--- src/rtl/core/tgcp_pkg.sv ---
// Shared types, character codes and result codes of the GPIO command parser.
package tgcp_pkg;

    localparam int NUM_PINS_DEFAULT = 8;
    localparam int OUT_PINS         = 8;

    // Character codes
    localparam logic [7:0] CH_NUL  = 8'h00;
    localparam logic [7:0] CH_LF   = 8'h0A;
    localparam logic [7:0] CH_CR   = 8'h0D;
    localparam logic [7:0] CH_ZERO = 8'h30;
    localparam logic [7:0] CH_NINE = 8'h39;
    localparam logic [7:0] CH_M    = 8'h6D;
    localparam logic [7:0] CH_S    = 8'h73;
    localparam logic [7:0] CH_R    = 8'h72;
    localparam logic [7:0] CH_I    = 8'h69;
    localparam logic [7:0] CH_P    = 8'h70;
    localparam logic [7:0] CH_O    = 8'h6F;
    localparam logic [7:0] CH_H    = 8'h68;
    localparam logic [7:0] CH_L    = 8'h6C;
    localparam logic [7:0] CH_T    = 8'h74;

    typedef enum logic [1:0] {
        PH_OP     = 2'd0,
        PH_DIGITS = 2'd1,
        PH_REST   = 2'd2
    } parse_phase_t;

    typedef enum logic [2:0] {
        ST_OK        = 3'd0,
        ST_TOO_SHORT = 3'd1,
        ST_BAD_OP    = 3'd2,
        ST_BAD_MODE  = 3'd3,
        ST_BAD_VALUE = 3'd4,
        ST_PIN_RANGE = 3'd5
    } status_t;

    typedef enum logic [1:0] {
        OPK_NONE = 2'd0,
        OPK_MODE = 2'd1,
        OPK_SET  = 2'd2,
        OPK_READ = 2'd3
    } op_kind_t;

    // Line parsed so far
    typedef struct packed {
        parse_phase_t phase;
        logic [7:0]   op_char;
        logic [7:0]   pin_number;
        logic [7:0]   value_char;
    } line_t;

    // One result of a line
    typedef struct packed {
        status_t    status;
        op_kind_t   op_kind;
        logic [7:0] pin_index;
        logic       read_level;
        logic [7:0] dir_bits;
        logic [7:0] drive_bits;
        logic [7:0] pullup_bits;
    } result_t;

    function automatic logic is_line_end(input logic [7:0] b);
        return (b == CH_LF) || (b == CH_CR);
    endfunction

endpackage

--- src/rtl/core/tgcp_stream_if.sv ---
// Valid/ready channels of the GPIO command parser: received bytes in, line results out.
interface tgcp_in_if;
    logic       valid;
    logic       ready;
    logic [7:0] rx_byte;
    logic [7:0] pin_levels;

    modport source (output valid, rx_byte, pin_levels, input ready);
    modport sink   (input valid, rx_byte, pin_levels, output ready);
endinterface

interface tgcp_out_if;
    logic       valid;
    logic       ready;
    logic [2:0] status;
    logic [1:0] op_kind;
    logic [7:0] pin_index;
    logic       read_level;
    logic [7:0] dir_bits;
    logic [7:0] drive_bits;
    logic [7:0] pullup_bits;

    modport source (output valid, status, op_kind, pin_index, read_level,
                    dir_bits, drive_bits, pullup_bits, input ready);
    modport sink   (input valid, status, op_kind, pin_index, read_level,
                    dir_bits, drive_bits, pullup_bits, output ready);
endinterface

--- src/rtl/core/tgcp_line_parser.sv ---
// Per-byte line parser: op character, decimal pin number, value character.
module tgcp_line_parser
(
    input  logic              clk,
    input  logic              rst_n,
    input  logic              step,
    input  logic [7:0]        rx_byte,
    output tgcp_pkg::line_t   line
);

    tgcp_pkg::parse_phase_t phase_reg, phase_next;
    logic [7:0] op_reg, op_next;
    logic [7:0] pin_reg, pin_next;
    logic [7:0] val_reg, val_next;
    logic       line_end;
    logic       is_digit;

    assign line_end = tgcp_pkg::is_line_end(rx_byte);
    assign is_digit = (rx_byte >= tgcp_pkg::CH_ZERO) && (rx_byte <= tgcp_pkg::CH_NINE);

    // next state
    always_comb
    begin
        phase_next = phase_reg;
        if (step)
        begin
            if (line_end)
            begin
                phase_next = tgcp_pkg::PH_OP;
            end
            else
            begin
                case (phase_reg)
                    tgcp_pkg::PH_OP:
                    begin
                        phase_next = (rx_byte == tgcp_pkg::CH_NUL) ? tgcp_pkg::PH_REST
                                                                  : tgcp_pkg::PH_DIGITS;
                    end
                    tgcp_pkg::PH_DIGITS:
                    begin
                        phase_next = is_digit ? tgcp_pkg::PH_DIGITS : tgcp_pkg::PH_REST;
                    end
                    default:
                    begin
                        phase_next = tgcp_pkg::PH_REST;
                    end
                endcase
            end
        end
    end

    // field updates
    always_comb
    begin
        op_next  = op_reg;
        pin_next = pin_reg;
        val_next = val_reg;
        if (step)
        begin
            if (line_end)
            begin
                op_next  = 8'd0;
                pin_next = 8'd0;
                val_next = 8'd0;
            end
            else
            begin
                case (phase_reg)
                    tgcp_pkg::PH_OP:
                    begin
                        op_next = rx_byte;
                    end
                    tgcp_pkg::PH_DIGITS:
                    begin
                        if (is_digit)
                        begin
                            // x*10 = x*8 + x*2, wraps at 8 bits
                            pin_next = {pin_reg[4:0], 3'b000} + {pin_reg[6:0], 1'b0}
                                       + (rx_byte - tgcp_pkg::CH_ZERO);
                        end
                        else
                        begin
                            val_next = rx_byte;
                        end
                    end
                    default:
                    begin
                        val_next = val_reg;
                    end
                endcase
            end
        end
    end

    always_ff @(posedge clk or negedge rst_n)
    begin
        if (!rst_n)
        begin
            phase_reg <= tgcp_pkg::PH_OP;
            op_reg    <= 8'd0;
            pin_reg   <= 8'd0;
            val_reg   <= 8'd0;
        end
        else
        begin
            phase_reg <= phase_next;
            op_reg    <= op_next;
            pin_reg   <= pin_next;
            val_reg   <= val_next;
        end
    end

    assign line.phase      = phase_reg;
    assign line.op_char    = op_reg;
    assign line.pin_number = pin_reg;
    assign line.value_char = val_reg;

endmodule

--- src/rtl/core/tgcp_cmd_exec.sv ---
// Command execution on a finished line and the per-pin direction, drive and pull-up bits.
module tgcp_cmd_exec #(
    parameter int NUM_PINS = tgcp_pkg::NUM_PINS_DEFAULT
)
(
    input  logic              clk,
    input  logic              rst_n,
    input  logic              commit,
    input  tgcp_pkg::line_t   line,
    input  logic [7:0]        pin_levels,
    output tgcp_pkg::result_t result
);

    logic [NUM_PINS-1:0] dir_reg, dir_next, dir_cmd;
    logic [NUM_PINS-1:0] drv_reg, drv_next, drv_cmd;
    logic [NUM_PINS-1:0] pu_reg,  pu_next,  pu_cmd;
    logic [NUM_PINS-1:0] pin_mask;
    logic                in_range;
    logic                val_mode_ok;
    logic                val_set_ok;
    tgcp_pkg::status_t   status;
    tgcp_pkg::op_kind_t  kind;
    logic                rd;
    logic [7:0]          dir8, drv8, pu8;

    assign in_range = 32'(line.pin_number) < NUM_PINS;

    always_comb
    begin
        for (int i = 0; i < NUM_PINS; i++)
        begin
            pin_mask[i] = (line.pin_number == 8'(i));
        end
    end

    assign val_mode_ok = (line.value_char == tgcp_pkg::CH_I) ||
                         (line.value_char == tgcp_pkg::CH_P) ||
                         (line.value_char == tgcp_pkg::CH_O);
    assign val_set_ok  = (line.value_char == tgcp_pkg::CH_H) ||
                         (line.value_char == tgcp_pkg::CH_L) ||
                         (line.value_char == tgcp_pkg::CH_T);

    always_comb
    begin
        status  = tgcp_pkg::ST_OK;
        kind    = tgcp_pkg::OPK_NONE;
        rd      = 1'b0;
        dir_cmd = dir_reg;
        drv_cmd = drv_reg;
        pu_cmd  = pu_reg;
        case (line.op_char)
            tgcp_pkg::CH_NUL:
            begin
                status = tgcp_pkg::ST_TOO_SHORT;
            end
            tgcp_pkg::CH_M:
            begin
                kind = tgcp_pkg::OPK_MODE;
                if (line.value_char == tgcp_pkg::CH_NUL)
                    status = tgcp_pkg::ST_TOO_SHORT;
                else if (!val_mode_ok)
                    status = tgcp_pkg::ST_BAD_MODE;
                else if (!in_range)
                    status = tgcp_pkg::ST_PIN_RANGE;
                else if (line.value_char == tgcp_pkg::CH_I)
                begin
                    dir_cmd = dir_reg & ~pin_mask;
                    pu_cmd  = pu_reg & ~pin_mask;
                end
                else if (line.value_char == tgcp_pkg::CH_P)
                begin
                    dir_cmd = dir_reg & ~pin_mask;
                    pu_cmd  = pu_reg | pin_mask;
                end
                else
                begin
                    dir_cmd = dir_reg | pin_mask;
                    pu_cmd  = pu_reg & ~pin_mask;
                end
            end
            tgcp_pkg::CH_S:
            begin
                kind = tgcp_pkg::OPK_SET;
                if (line.value_char == tgcp_pkg::CH_NUL)
                    status = tgcp_pkg::ST_TOO_SHORT;
                else if (!val_set_ok)
                    status = tgcp_pkg::ST_BAD_VALUE;
                else if (!in_range)
                    status = tgcp_pkg::ST_PIN_RANGE;
                else if (line.value_char == tgcp_pkg::CH_H)
                    drv_cmd = drv_reg | pin_mask;
                else if (line.value_char == tgcp_pkg::CH_L)
                    drv_cmd = drv_reg & ~pin_mask;
                else
                    drv_cmd = drv_reg ^ pin_mask;
            end
            tgcp_pkg::CH_R:
            begin
                kind = tgcp_pkg::OPK_READ;
                if (!in_range)
                    status = tgcp_pkg::ST_PIN_RANGE;
                else if (line.pin_number[7:3] == 5'd0)
                    rd = pin_levels[line.pin_number[2:0]];
            end
            default:
            begin
                status = tgcp_pkg::ST_BAD_OP;
            end
        endcase
    end

    assign dir_next = commit ? dir_cmd : dir_reg;
    assign drv_next = commit ? drv_cmd : drv_reg;
    assign pu_next  = commit ? pu_cmd  : pu_reg;

    always_ff @(posedge clk or negedge rst_n)
    begin
        if (!rst_n)
        begin
            dir_reg <= '0;
            drv_reg <= '0;
            pu_reg  <= '0;
        end
        else
        begin
            dir_reg <= dir_next;
            drv_reg <= drv_next;
            pu_reg  <= pu_next;
        end
    end

    // pins above bit 7 stay internal; missing pins read as zero
    for (genvar g = 0; g < tgcp_pkg::OUT_PINS; g++)
    begin : g_out
        if (g < NUM_PINS)
        begin : g_pin
            assign dir8[g] = dir_cmd[g];
            assign drv8[g] = drv_cmd[g];
            assign pu8[g]  = pu_cmd[g];
        end
        else
        begin : g_none
            assign dir8[g] = 1'b0;
            assign drv8[g] = 1'b0;
            assign pu8[g]  = 1'b0;
        end
    end

    assign result.status      = status;
    assign result.op_kind     = kind;
    assign result.pin_index   = line.pin_number;
    assign result.read_level  = rd;
    assign result.dir_bits    = dir8;
    assign result.drive_bits  = drv8;
    assign result.pullup_bits = pu8;

endmodule

--- src/rtl/core/tty_gpio_command_parser_unit.sv ---
// Top level of the serial line GPIO command parser.
//
//  Channel | Dir | Payload                                        | Transfer
//  --------+-----+------------------------------------------------+---------------------
//  in_ch   | in  | rx_byte, pin_levels                            | valid & ready
//  out_ch  | out | status, op_kind, pin_index, read_level,        | valid & ready
//          |     | dir_bits, drive_bits, pullup_bits              |
//
//  One byte per cycle sustained unless a line-end byte waits on a held result;
//  a line-end byte's result is offered on out_ch once the byte has passed the
//  input register and the result register has loaded, which waits while out_ch
//  still holds an earlier result.
//  Reset (rst_n low, asynchronous) empties both registers, clears the line
//  being parsed and sets all pins to input, drive low, pull-up off.
//  While out_ch waits, other bytes keep flowing through the input register;
//  a line-end byte stalls there, and with it every byte behind it.
module tty_gpio_command_parser_unit #(
    parameter int NUM_PINS = tgcp_pkg::NUM_PINS_DEFAULT
)
(
    input  logic        clk,
    input  logic        rst_n,
    tgcp_in_if.sink     in_ch,
    tgcp_out_if.source  out_ch
);

    // input register
    logic       s1_valid_reg, s1_valid_next;
    logic [7:0] s1_byte_reg;
    logic [7:0] s1_levels_reg;
    logic       s1_term;
    logic       s1_fire;
    logic       in_fire;

    // result register
    logic              out_valid_reg, out_valid_next;
    tgcp_pkg::result_t res_reg;
    tgcp_pkg::result_t res_comb;
    logic              out_free;
    logic              res_load;

    tgcp_pkg::line_t   line;

    assign s1_term  = tgcp_pkg::is_line_end(s1_byte_reg);
    assign out_free = !out_valid_reg || out_ch.ready;
    // a line-end byte needs the result slot; any other byte just updates the parser
    assign s1_fire  = s1_valid_reg && (!s1_term || out_free);
    assign res_load = s1_fire && s1_term;

    assign in_ch.ready = !s1_valid_reg || s1_fire;
    assign in_fire     = in_ch.valid && in_ch.ready;

    assign s1_valid_next  = in_fire ? 1'b1 : (s1_fire ? 1'b0 : s1_valid_reg);
    assign out_valid_next = res_load ? 1'b1 : (out_ch.ready ? 1'b0 : out_valid_reg);

    always_ff @(posedge clk or negedge rst_n)
    begin
        if (!rst_n)
        begin
            s1_valid_reg  <= 1'b0;
            out_valid_reg <= 1'b0;
        end
        else
        begin
            s1_valid_reg  <= s1_valid_next;
            out_valid_reg <= out_valid_next;
        end
    end

    always_ff @(posedge clk)
    begin
        if (in_fire)
        begin
            s1_byte_reg   <= in_ch.rx_byte;
            s1_levels_reg <= in_ch.pin_levels;
        end
        if (res_load)
        begin
            res_reg <= res_comb;
        end
    end

    tgcp_line_parser u_parser (
        .clk     (clk),
        .rst_n   (rst_n),
        .step    (s1_fire),
        .rx_byte (s1_byte_reg),
        .line    (line)
    );

    // executes on the line held by the parser when the line-end byte arrives
    tgcp_cmd_exec #(
        .NUM_PINS (NUM_PINS)
    ) u_exec (
        .clk        (clk),
        .rst_n      (rst_n),
        .commit     (res_load),
        .line       (line),
        .pin_levels (s1_levels_reg),
        .result     (res_comb)
    );

    assign out_ch.valid       = out_valid_reg;
    assign out_ch.status      = res_reg.status;
    assign out_ch.op_kind     = res_reg.op_kind;
    assign out_ch.pin_index   = res_reg.pin_index;
    assign out_ch.read_level  = res_reg.read_level;
    assign out_ch.dir_bits    = res_reg.dir_bits;
    assign out_ch.drive_bits  = res_reg.drive_bits;
    assign out_ch.pullup_bits = res_reg.pullup_bits;

    // a result only appears after a line-end byte has been consumed
    a_result_from_line_end : assert property (@(posedge clk) disable iff (!rst_n)
        $rose(out_valid_reg) |-> $past(s1_fire && s1_term))
        else $error("result appeared without a line-end byte");

    // a line end always returns the parser to the op phase
    a_line_end_clears : assert property (@(posedge clk) disable iff (!rst_n)
        res_load |=> (line.phase == tgcp_pkg::PH_OP && line.op_char == 8'd0
                      && line.pin_number == 8'd0))
        else $error("parser not cleared after line end");

    // a reported level only comes from a successful read
    a_read_level_ok : assert property (@(posedge clk) disable iff (!rst_n)
        (out_valid_reg && res_reg.read_level) |->
            (res_reg.status == tgcp_pkg::ST_OK && res_reg.op_kind == tgcp_pkg::OPK_READ))
        else $error("read level set on a failed or non-read line");

    // range failures only for pins beyond the bank
    a_range_status : assert property (@(posedge clk) disable iff (!rst_n)
        (out_valid_reg && res_reg.status == tgcp_pkg::ST_PIN_RANGE) |->
            (32'(res_reg.pin_index) >= NUM_PINS))
        else $error("pin range status on an in-range pin");

endmodule

--- src/flat_wrapper.sv ---
// flat-port wrapper written by rule: the top's interface ports become plain ports
module tty_gpio_command_parser_unit_flat 
#(
    parameter int NUM_PINS = tgcp_pkg::NUM_PINS_DEFAULT
)
  (clk, rst_n, in_ch_valid, in_ch_rx_byte, in_ch_pin_levels, in_ch_ready, out_ch_valid, out_ch_status, out_ch_op_kind, out_ch_pin_index, out_ch_read_level, out_ch_dir_bits, out_ch_drive_bits, out_ch_pullup_bits, out_ch_ready);
  tgcp_in_if in_ch_i ();
  tgcp_out_if out_ch_i ();
  input  logic clk;
  input  logic rst_n;
  input wire logic [$bits(in_ch_i.valid)-1:0] in_ch_valid;
  input wire logic [$bits(in_ch_i.rx_byte)-1:0] in_ch_rx_byte;
  input wire logic [$bits(in_ch_i.pin_levels)-1:0] in_ch_pin_levels;
  output wire logic [$bits(in_ch_i.ready)-1:0] in_ch_ready;
  output wire logic [$bits(out_ch_i.valid)-1:0] out_ch_valid;
  output wire logic [$bits(out_ch_i.status)-1:0] out_ch_status;
  output wire logic [$bits(out_ch_i.op_kind)-1:0] out_ch_op_kind;
  output wire logic [$bits(out_ch_i.pin_index)-1:0] out_ch_pin_index;
  output wire logic [$bits(out_ch_i.read_level)-1:0] out_ch_read_level;
  output wire logic [$bits(out_ch_i.dir_bits)-1:0] out_ch_dir_bits;
  output wire logic [$bits(out_ch_i.drive_bits)-1:0] out_ch_drive_bits;
  output wire logic [$bits(out_ch_i.pullup_bits)-1:0] out_ch_pullup_bits;
  input wire logic [$bits(out_ch_i.ready)-1:0] out_ch_ready;
  assign in_ch_i.valid = in_ch_valid;
  assign in_ch_i.rx_byte = in_ch_rx_byte;
  assign in_ch_i.pin_levels = in_ch_pin_levels;
  assign in_ch_ready = in_ch_i.ready;
  assign out_ch_valid = out_ch_i.valid;
  assign out_ch_status = out_ch_i.status;
  assign out_ch_op_kind = out_ch_i.op_kind;
  assign out_ch_pin_index = out_ch_i.pin_index;
  assign out_ch_read_level = out_ch_i.read_level;
  assign out_ch_dir_bits = out_ch_i.dir_bits;
  assign out_ch_drive_bits = out_ch_i.drive_bits;
  assign out_ch_pullup_bits = out_ch_i.pullup_bits;
  assign out_ch_i.ready = out_ch_ready;
  tty_gpio_command_parser_unit #(.NUM_PINS(NUM_PINS)) u_core (.clk(clk), .rst_n(rst_n), .in_ch(in_ch_i), .out_ch(out_ch_i));
endmodule
--- config.mk ---
export PLATFORM = sky130hd
export DESIGN_NAME = tty_gpio_command_parser_unit_flat
export DESIGN_NICKNAME = d
export VERILOG_FILES = /design/src/rtl/core/tgcp_pkg.sv /design/src/rtl/core/tgcp_stream_if.sv /design/src/rtl/core/tgcp_line_parser.sv /design/src/rtl/core/tgcp_cmd_exec.sv /design/src/rtl/core/tty_gpio_command_parser_unit.sv /design/src/flat_wrapper.sv
export SDC_FILE = /design/constraint.sdc
export NUM_CORES = 1
export LEC_CHECK = 0
export ABC_CLOCK_PERIOD_IN_PS = 8600
export BUFFER_PORTS_ARGS = -buffer_cell sky130_fd_sc_hd__buf_2
export CORE_MARGIN = 4
export CORE_UTILIZATION = 62
export CTS_BUF_LIST = sky130_fd_sc_hd__clkbuf_4 sky130_fd_sc_hd__clkbuf_8
export CTS_CLUSTER_DIAMETER = 100
export DETAILED_ROUTE_END_ITERATION = 7
export PLACE_DENSITY = 0.95
export SLEW_MARGIN = 15
export SYNTH_ARGS = -nofsm -noshare
export SYNTH_HDL_FRONTEND = slang
export SYNTH_SLANG_ARGS = --single-unit
--- constraint.sdc ---
create_clock -name clk -period 8.6 [get_ports clk]
set_input_delay 1.29 -clock clk [delete_from_list [all_inputs] [get_ports clk]]
set_output_delay 1.29 -clock clk [all_outputs]
set_load 0.01 [all_outputs]
After elaboration in Yosys (flattened, before gate mapping)
Cells that the tools add are included.
{"block": "word_totals", "register_bits": 106, "input_bits": 20, "output_inout_bits": 40, "elab_cells": 126}
{"block": "op_classes", "add_sub_neg": 3, "order_cmp": 4, "n_eq_ne": 20, "n_mux": 43, "n_bitwise": 8, "n_reduce_logical": 30}
{"cell": "8-bit 2-to-1 mux", "n": 26}
{"cell": "8-bit by 7-bit equality test with 1-bit output, second input constant", "n": 9}
{"cell": "8-bit by 3-bit equality test with 1-bit output, second input constant", "n": 4}
{"cell": "8-bit zero test", "n": 4}
{"cell": "8-bit bitwise AND", "n": 3}
{"cell": "8-bit OR", "n": 3}
{"cell": "8-bit adder", "n": 2}
{"cell": "8-bit by 2-bit equality test with 1-bit output, second input constant", "n": 2}
{"cell": "8-bit by 4-bit equality test with 1-bit output, second input constant", "n": 2}
{"cell": "3-bit 2-to-1 mux", "n": 5}
{"cell": "3-bit case mux with 4 select lines", "n": 1}
{"cell": "2-bit nonzero test", "n": 5}
{"cell": "3-bit AND reduction", "n": 3}
{"cell": "8-bit by 1-bit equality test with 1-bit output, second input constant", "n": 1}
{"cell": "8-bit by 6-bit greater-or-equal comparator with 1-bit output, second input constant", "n": 1}
{"cell": "8-bit by 6-bit <= comparator with 1-bit output, second input constant", "n": 1}
{"cell": "1-bit logical OR", "n": 8}
{"cell": "8-bit by 4-bit < comparator with 1-bit output, second input constant", "n": 1}
{"cell": "8-bit inverter", "n": 1}
{"cell": "8-bit by 6-bit subtractor with 8-bit output, second input constant", "n": 1}
{"cell": "8-bit XOR", "n": 1}
{"cell": "2-bit 2-to-1 mux", "n": 3}
{"cell": "2-bit case mux with 3 select lines", "n": 1}
{"cell": "5-bit zero test", "n": 1}
{"cell": "other kinds (10)", "n": 19}

Longest topological paths before layout
{"block": "depth", "depth_word": 9, "mapped_depth": 11, "ltp_nobuf": 10}

Cells and area by module
Synthesis repeated with hierarchy kept, for this count alone.
{"block": "unflattened", "hier_cells": 473, "hier_area_um2": 5703.0}
{"module": "tgcp_cmd_exec", "n_inst": 1, "cells_each": 269, "area_each_um2": 2341.0, "seq_area_each_um2": 600.6}
{"module": "tty_gpio_command_parser_unit", "n_inst": 1, "cells_each": 70, "area_each_um2": 1795.5, "seq_area_each_um2": 1671.6}
{"module": "tgcp_line_parser", "n_inst": 1, "cells_each": 134, "area_each_um2": 1566.5, "seq_area_each_um2": 650.6}

Least setup slack after synthesis
No wires, ideal clock.
{"block": "synth_path", "kind": "input-to-output", "startpoint": "in out_ch_ready", "endpoint": "out in_ch_ready", "arrival_time_ns": 1.852, "required_time_ns": 7.310, "slack_ns": 5.458, "path_stages": 2, "n_path_buf": 0, "path_cell_list": "nand2b_1 > or3_1"}
{"block": "synth_between", "elab_chain_cells": 4}
{"item": "start: declaration", "line_no": "flat_wrapper.sv:23", "text": "input wire logic [$bits(out_ch_i.ready)-1:0] out_ch_ready;"}
{"item": "1-bit logical OR", "line_no": "tty_gpio_command_parser_unit.sv:45", "text": "assign out_free = !out_valid_reg || out_ch.ready;"}
{"item": "1-bit logical OR", "line_no": "tty_gpio_command_parser_unit.sv:47", "text": "assign s1_fire = s1_valid_reg && (!s1_term || out_free);"}
{"item": "1-bit logical AND", "line_no": "tty_gpio_command_parser_unit.sv:47"}
{"item": "1-bit logical OR", "line_no": "tty_gpio_command_parser_unit.sv:50", "text": "assign in_ch.ready = !s1_valid_reg || s1_fire;"}
{"item": "end: declaration", "line_no": "flat_wrapper.sv:14", "text": "output wire logic [$bits(in_ch_i.ready)-1:0] in_ch_ready;"}
Every way passes these cells.

Worst setup path in the final report
{"block": "layout_path", "startpoint": "reg u_core.s1_byte_reg[4]", "endpoint": "out in_ch_ready"}
{"block": "layout_between", "elab_chain_cells": 6, "elab_cells_between_ends": 7, "classes_between": "eq/ne: 2; reduce/logical: 5"}
{"item": "start: declaration", "line_no": "tty_gpio_command_parser_unit.sv:29", "text": "logic [7:0] s1_byte_reg;"}
{"item": "start signal: assignment", "line_no": "tty_gpio_command_parser_unit.sv:74", "text": "s1_byte_reg <= in_ch.rx_byte;"}
{"item": "8-bit by 4-bit equality test with 1-bit output", "line_no": "tgcp_pkg.sv:65", "text": "return (b == CH_LF) || (b == CH_CR);"}
{"item": "1-bit logical OR *", "line_no": "tgcp_pkg.sv:65"}
{"item": "1-bit zero test *", "line_no": "tty_gpio_command_parser_unit.sv:47"}
{"item": "1-bit logical OR *", "line_no": "tty_gpio_command_parser_unit.sv:47"}
{"item": "1-bit logical AND *", "line_no": "tty_gpio_command_parser_unit.sv:47"}
{"item": "1-bit logical OR *", "line_no": "tty_gpio_command_parser_unit.sv:50"}
Mark *: on every way between the ends. The rest lies on a longest branch, timed or not.

==> metrics.yaml <==
clocking:
  cts_resized: 0
  clk_pin_slew_ns: 0.09
  worstSkewPairLatency_ns: 0.37
  cts.repair_timing.setup_buffer_count: 0
  root_buffer: "clkbuf_8"
  cts_sinks: 106
  numCtsBuffers: 9
  hold_buffers: 0
  htreeDepth: 3
  cts_tree: "built"
  cts_buffer_depth: 2
worst_setup_path:
  ff2ff_path_depth: 10
  rrSetupSlack_ns: 5.45
  cp.arrival_ns: 2.51
  worst_setup_path_end_kind: "output pin"
  critPathLaunchType: "register"
  cp_max_fo: 19
  required_ns: 7.31
  crit_type: "register to output pin"
  r2r-end: "u_core.u_parser.pin_reg[7]$_DFFE_PN0P_"
  r2r-start: "u_core.u_parser.pin_reg[0]$_DFFE_PN0P_"
sta:
  tightest_slew_ns: 1.02
  fin_skew_ns: 0.0105
  setup_violations: 0
  max_freq_mhz: 263
  fin_crit_ns: 3.80
  slew_violations: 0
  tns_ns: 0
  rsz0062_at_grt: "false"
  maxSlewHeadroom_pct: 31.6
  final_hold_viol_count: 0
  fin_crit_sh_pct: 44.2
status:
  status: "complete, no violations"
final_layout:
  drive_gt1_share_pct: 18.4
  final_area_sq_um: 5920
  nNetsFinal: 595
  fin_util_pct: 71.0
  syn2layout_area_growth_pct: 9.87
  final_cell_count_no_fill: 653
  num_antenna_cells: 0
synth:
  synth_ff_type: "edfxtp_1"
  syn-num-nets: 547
  synth_warnings: 0
  netlist_area_sq_um: 5390
  seq_area_frac_synth_pct: 54.3
  postSynthCellCount: 495
  async_reset_ff_share_pct: 49.1
  ys_ff_latch: 106
  synth_edf_count: 54
  synth.avg_cell_area_sq_um: 10.9
  ys_types: 54
placement:
  gp_congestion: 0.889
  dp.cells: 637
  port_buffers: 59
  hpwlAfterDp_microns: 7960
  dpl-instance-area_sq_um: 5730
power_and_ir_drop:
  power_density_nw_per_um2: 236
  vdd_drop_max_uv: 188
  p_leak_nw: 2.45
job:
  max_cap_viol_count: 0
route:
  antenna_left: 0
  wl_microns: 11500
  via_count: 4029
  route.detailed.drc: 0
  drt_pre_antenna_iters: 6
  routedWlPerCell_microns: 17.6
  vias_per_cell: 6.17
  drt-initial-drc-count: 365
floorplan:
  initial_utilization_pct: 64.6
  die_width_microns: 101
  dieHeight_microns: 101
  dieArea_sq_um: 10200
  core_area_sq_um: 8340
  rows: 33
  io_pins: 60
global_route:
  grt_pass1_vias: 3975
  grt_start_max_net_pins: 55
  grt_pass1_wl_microns: 19300
  overflow: 0
  grt_usage_pct: 24.2
  antenna_found_initial: 0
worst_hold_path:
  hold_depth: 1
  worstHoldStart: "u_core.u_exec.pu_reg[4]$_DFFE_PN0P_"
  min_to: "u_core.u_exec.pu_reg[4]$_DFFE_PN0P_"
  min_path_type: "register to register"
-- where the power goes --
part | total (W) | switching (W) | leakage, nW | internal (W)
Combinational | 0.000388 | 0.000208 | 1.19 | 0.000180
Clock | 0.000304 | 0.000170 | 0.0967 | 0.000135
Sequential | 0.000706 | 0.000109 | 1.16 | 0.000597
-- cells in the mapped netlist, types with 2 or more instances --
cell type	count	area share, %
and4_1	2	0.33
o21ai_0	61	5.7
and3b_1	2	0.33
xor2_1	2	0.33
nor4_4	2	0.79
ha_1	27	6.3
xnor2_1	6	0.98
mux2_1	2	0.42
a21boi_0	2	0.28
dfrtp_1	52	24
nor2b_1	4	0.46
nor2_1	28	2.0
or4b_1	2	0.37
o211ai_1	6	0.84
or4_1	5	0.70
nand2_1	40	2.8
nor4b_1	2	0.33
clkbuf_1	20	1.4
or3b_2	2	0.33
edfxtp_1	54	30
nand2b_1	3	0.35
a21o_1	2	0.28
nand3_1	22	2.0
fa_1	5	1.9
buf_2	2	0.19
inv_1	38	2.6
a31oi_1	8	0.93
mux2_2	16	3.3
mux4_2	2	0.84
a21oi_1	37	3.4
buf_6	2	0.42
nand4_1	4	0.46
nor3_1	9	0.84
a32o_1	2	0.37
nand3b_1	3	0.42
-- cells in the final DEF, fill, tap and decap left out, types with 3 or more instances in the layout --
cell,n
a21oi_1,37
a31oi_1,8
buf_2,59
buf_4,3
clkbuf_8,9
clkinv_1,3
dfrtp_1,52
edfxtp_1,54
fa_1,5
ha_1,27
inv_1,38
mux2_2,16
nand2_1,40
nand2b_1,3
nand3_1,22
nand3b_1,3
nand4_1,4
nor2_1,28
nor2b_1,4
nor3_1,9
o211ai_1,6
o21ai_0,61
or4_1,5
xnor2_1,6
-- through the flow --
step                hold slack (ns)  total power [W]  worst slack (ns)
floorplan                     0.446         0.000978              5.46
global placement              0.464          0.00105              5.22
detailed placement            0.477          0.00109              5.19
CTS                           0.496          0.00140              4.79
global route                  0.511          0.00149              4.65
finish                        0.506          0.00140              4.80
-- how the worst max path moves through the flow --
stage / start / endpoint / slack [ns] / cells after the start
global placement: out_ch_ready / in_ch_ready / 5.22 / 4
global route: u_core.s1_byte_reg[4]$_DFFE_PP_ / in_ch_ready / 4.65 / 4
finish: u_core.s1_byte_reg[4]$_DFFE_PP_ / in_ch_ready / 4.80 / 4
floorplan: out_ch_ready / in_ch_ready / 5.46 / 2
CTS: u_core.s1_byte_reg[4]$_DFFE_PP_ / in_ch_ready / 4.79 / 4
detailed placement: out_ch_ready / in_ch_ready / 5.19 / 4
-- worst max-delay path: stages (launching register included) --
cell      delay, ns
edfxtp_1       0.47
or4_1          0.56
a211o_1        0.49
or3_1          0.46
buf_2          0.16
-- cell type report --
type	count	area, sq um
fill	570	2420
sequential	106	2920
timing repair buffer	62	318
tap	105	131
multi-input combinational	325	2200
clock buffer	9	124
clock inverter	7	67.6
inverter	39	151
-- routing by layer --
metal | global-route usage [%] | part of all wire [%]
met5 | 0 | 0
met4 | 8.38 | 2.4
met3 | 5.10 | 6.9
met2 | 41.3 | 51
met1 | 30.9 | 39
-- logic make-up (layout without fill, tap and decap cells) --
kind of cell / count (synthesis) / count (layout) / share of synthesized area (%)
xor+xnor: 8 / 8 / 1.30
simple gates: 138 / 138 / 13.5
mux: 20 / 20 / 4.60
buf+inv: 64 / 117 / 4.95
flops: 106 / 106 / 54.3
fa+ha+maj: 32 / 32 / 8.13
compound gates: 127 / 127 / 13.2
No activity file was read; power rests on OpenSTA's default activity.
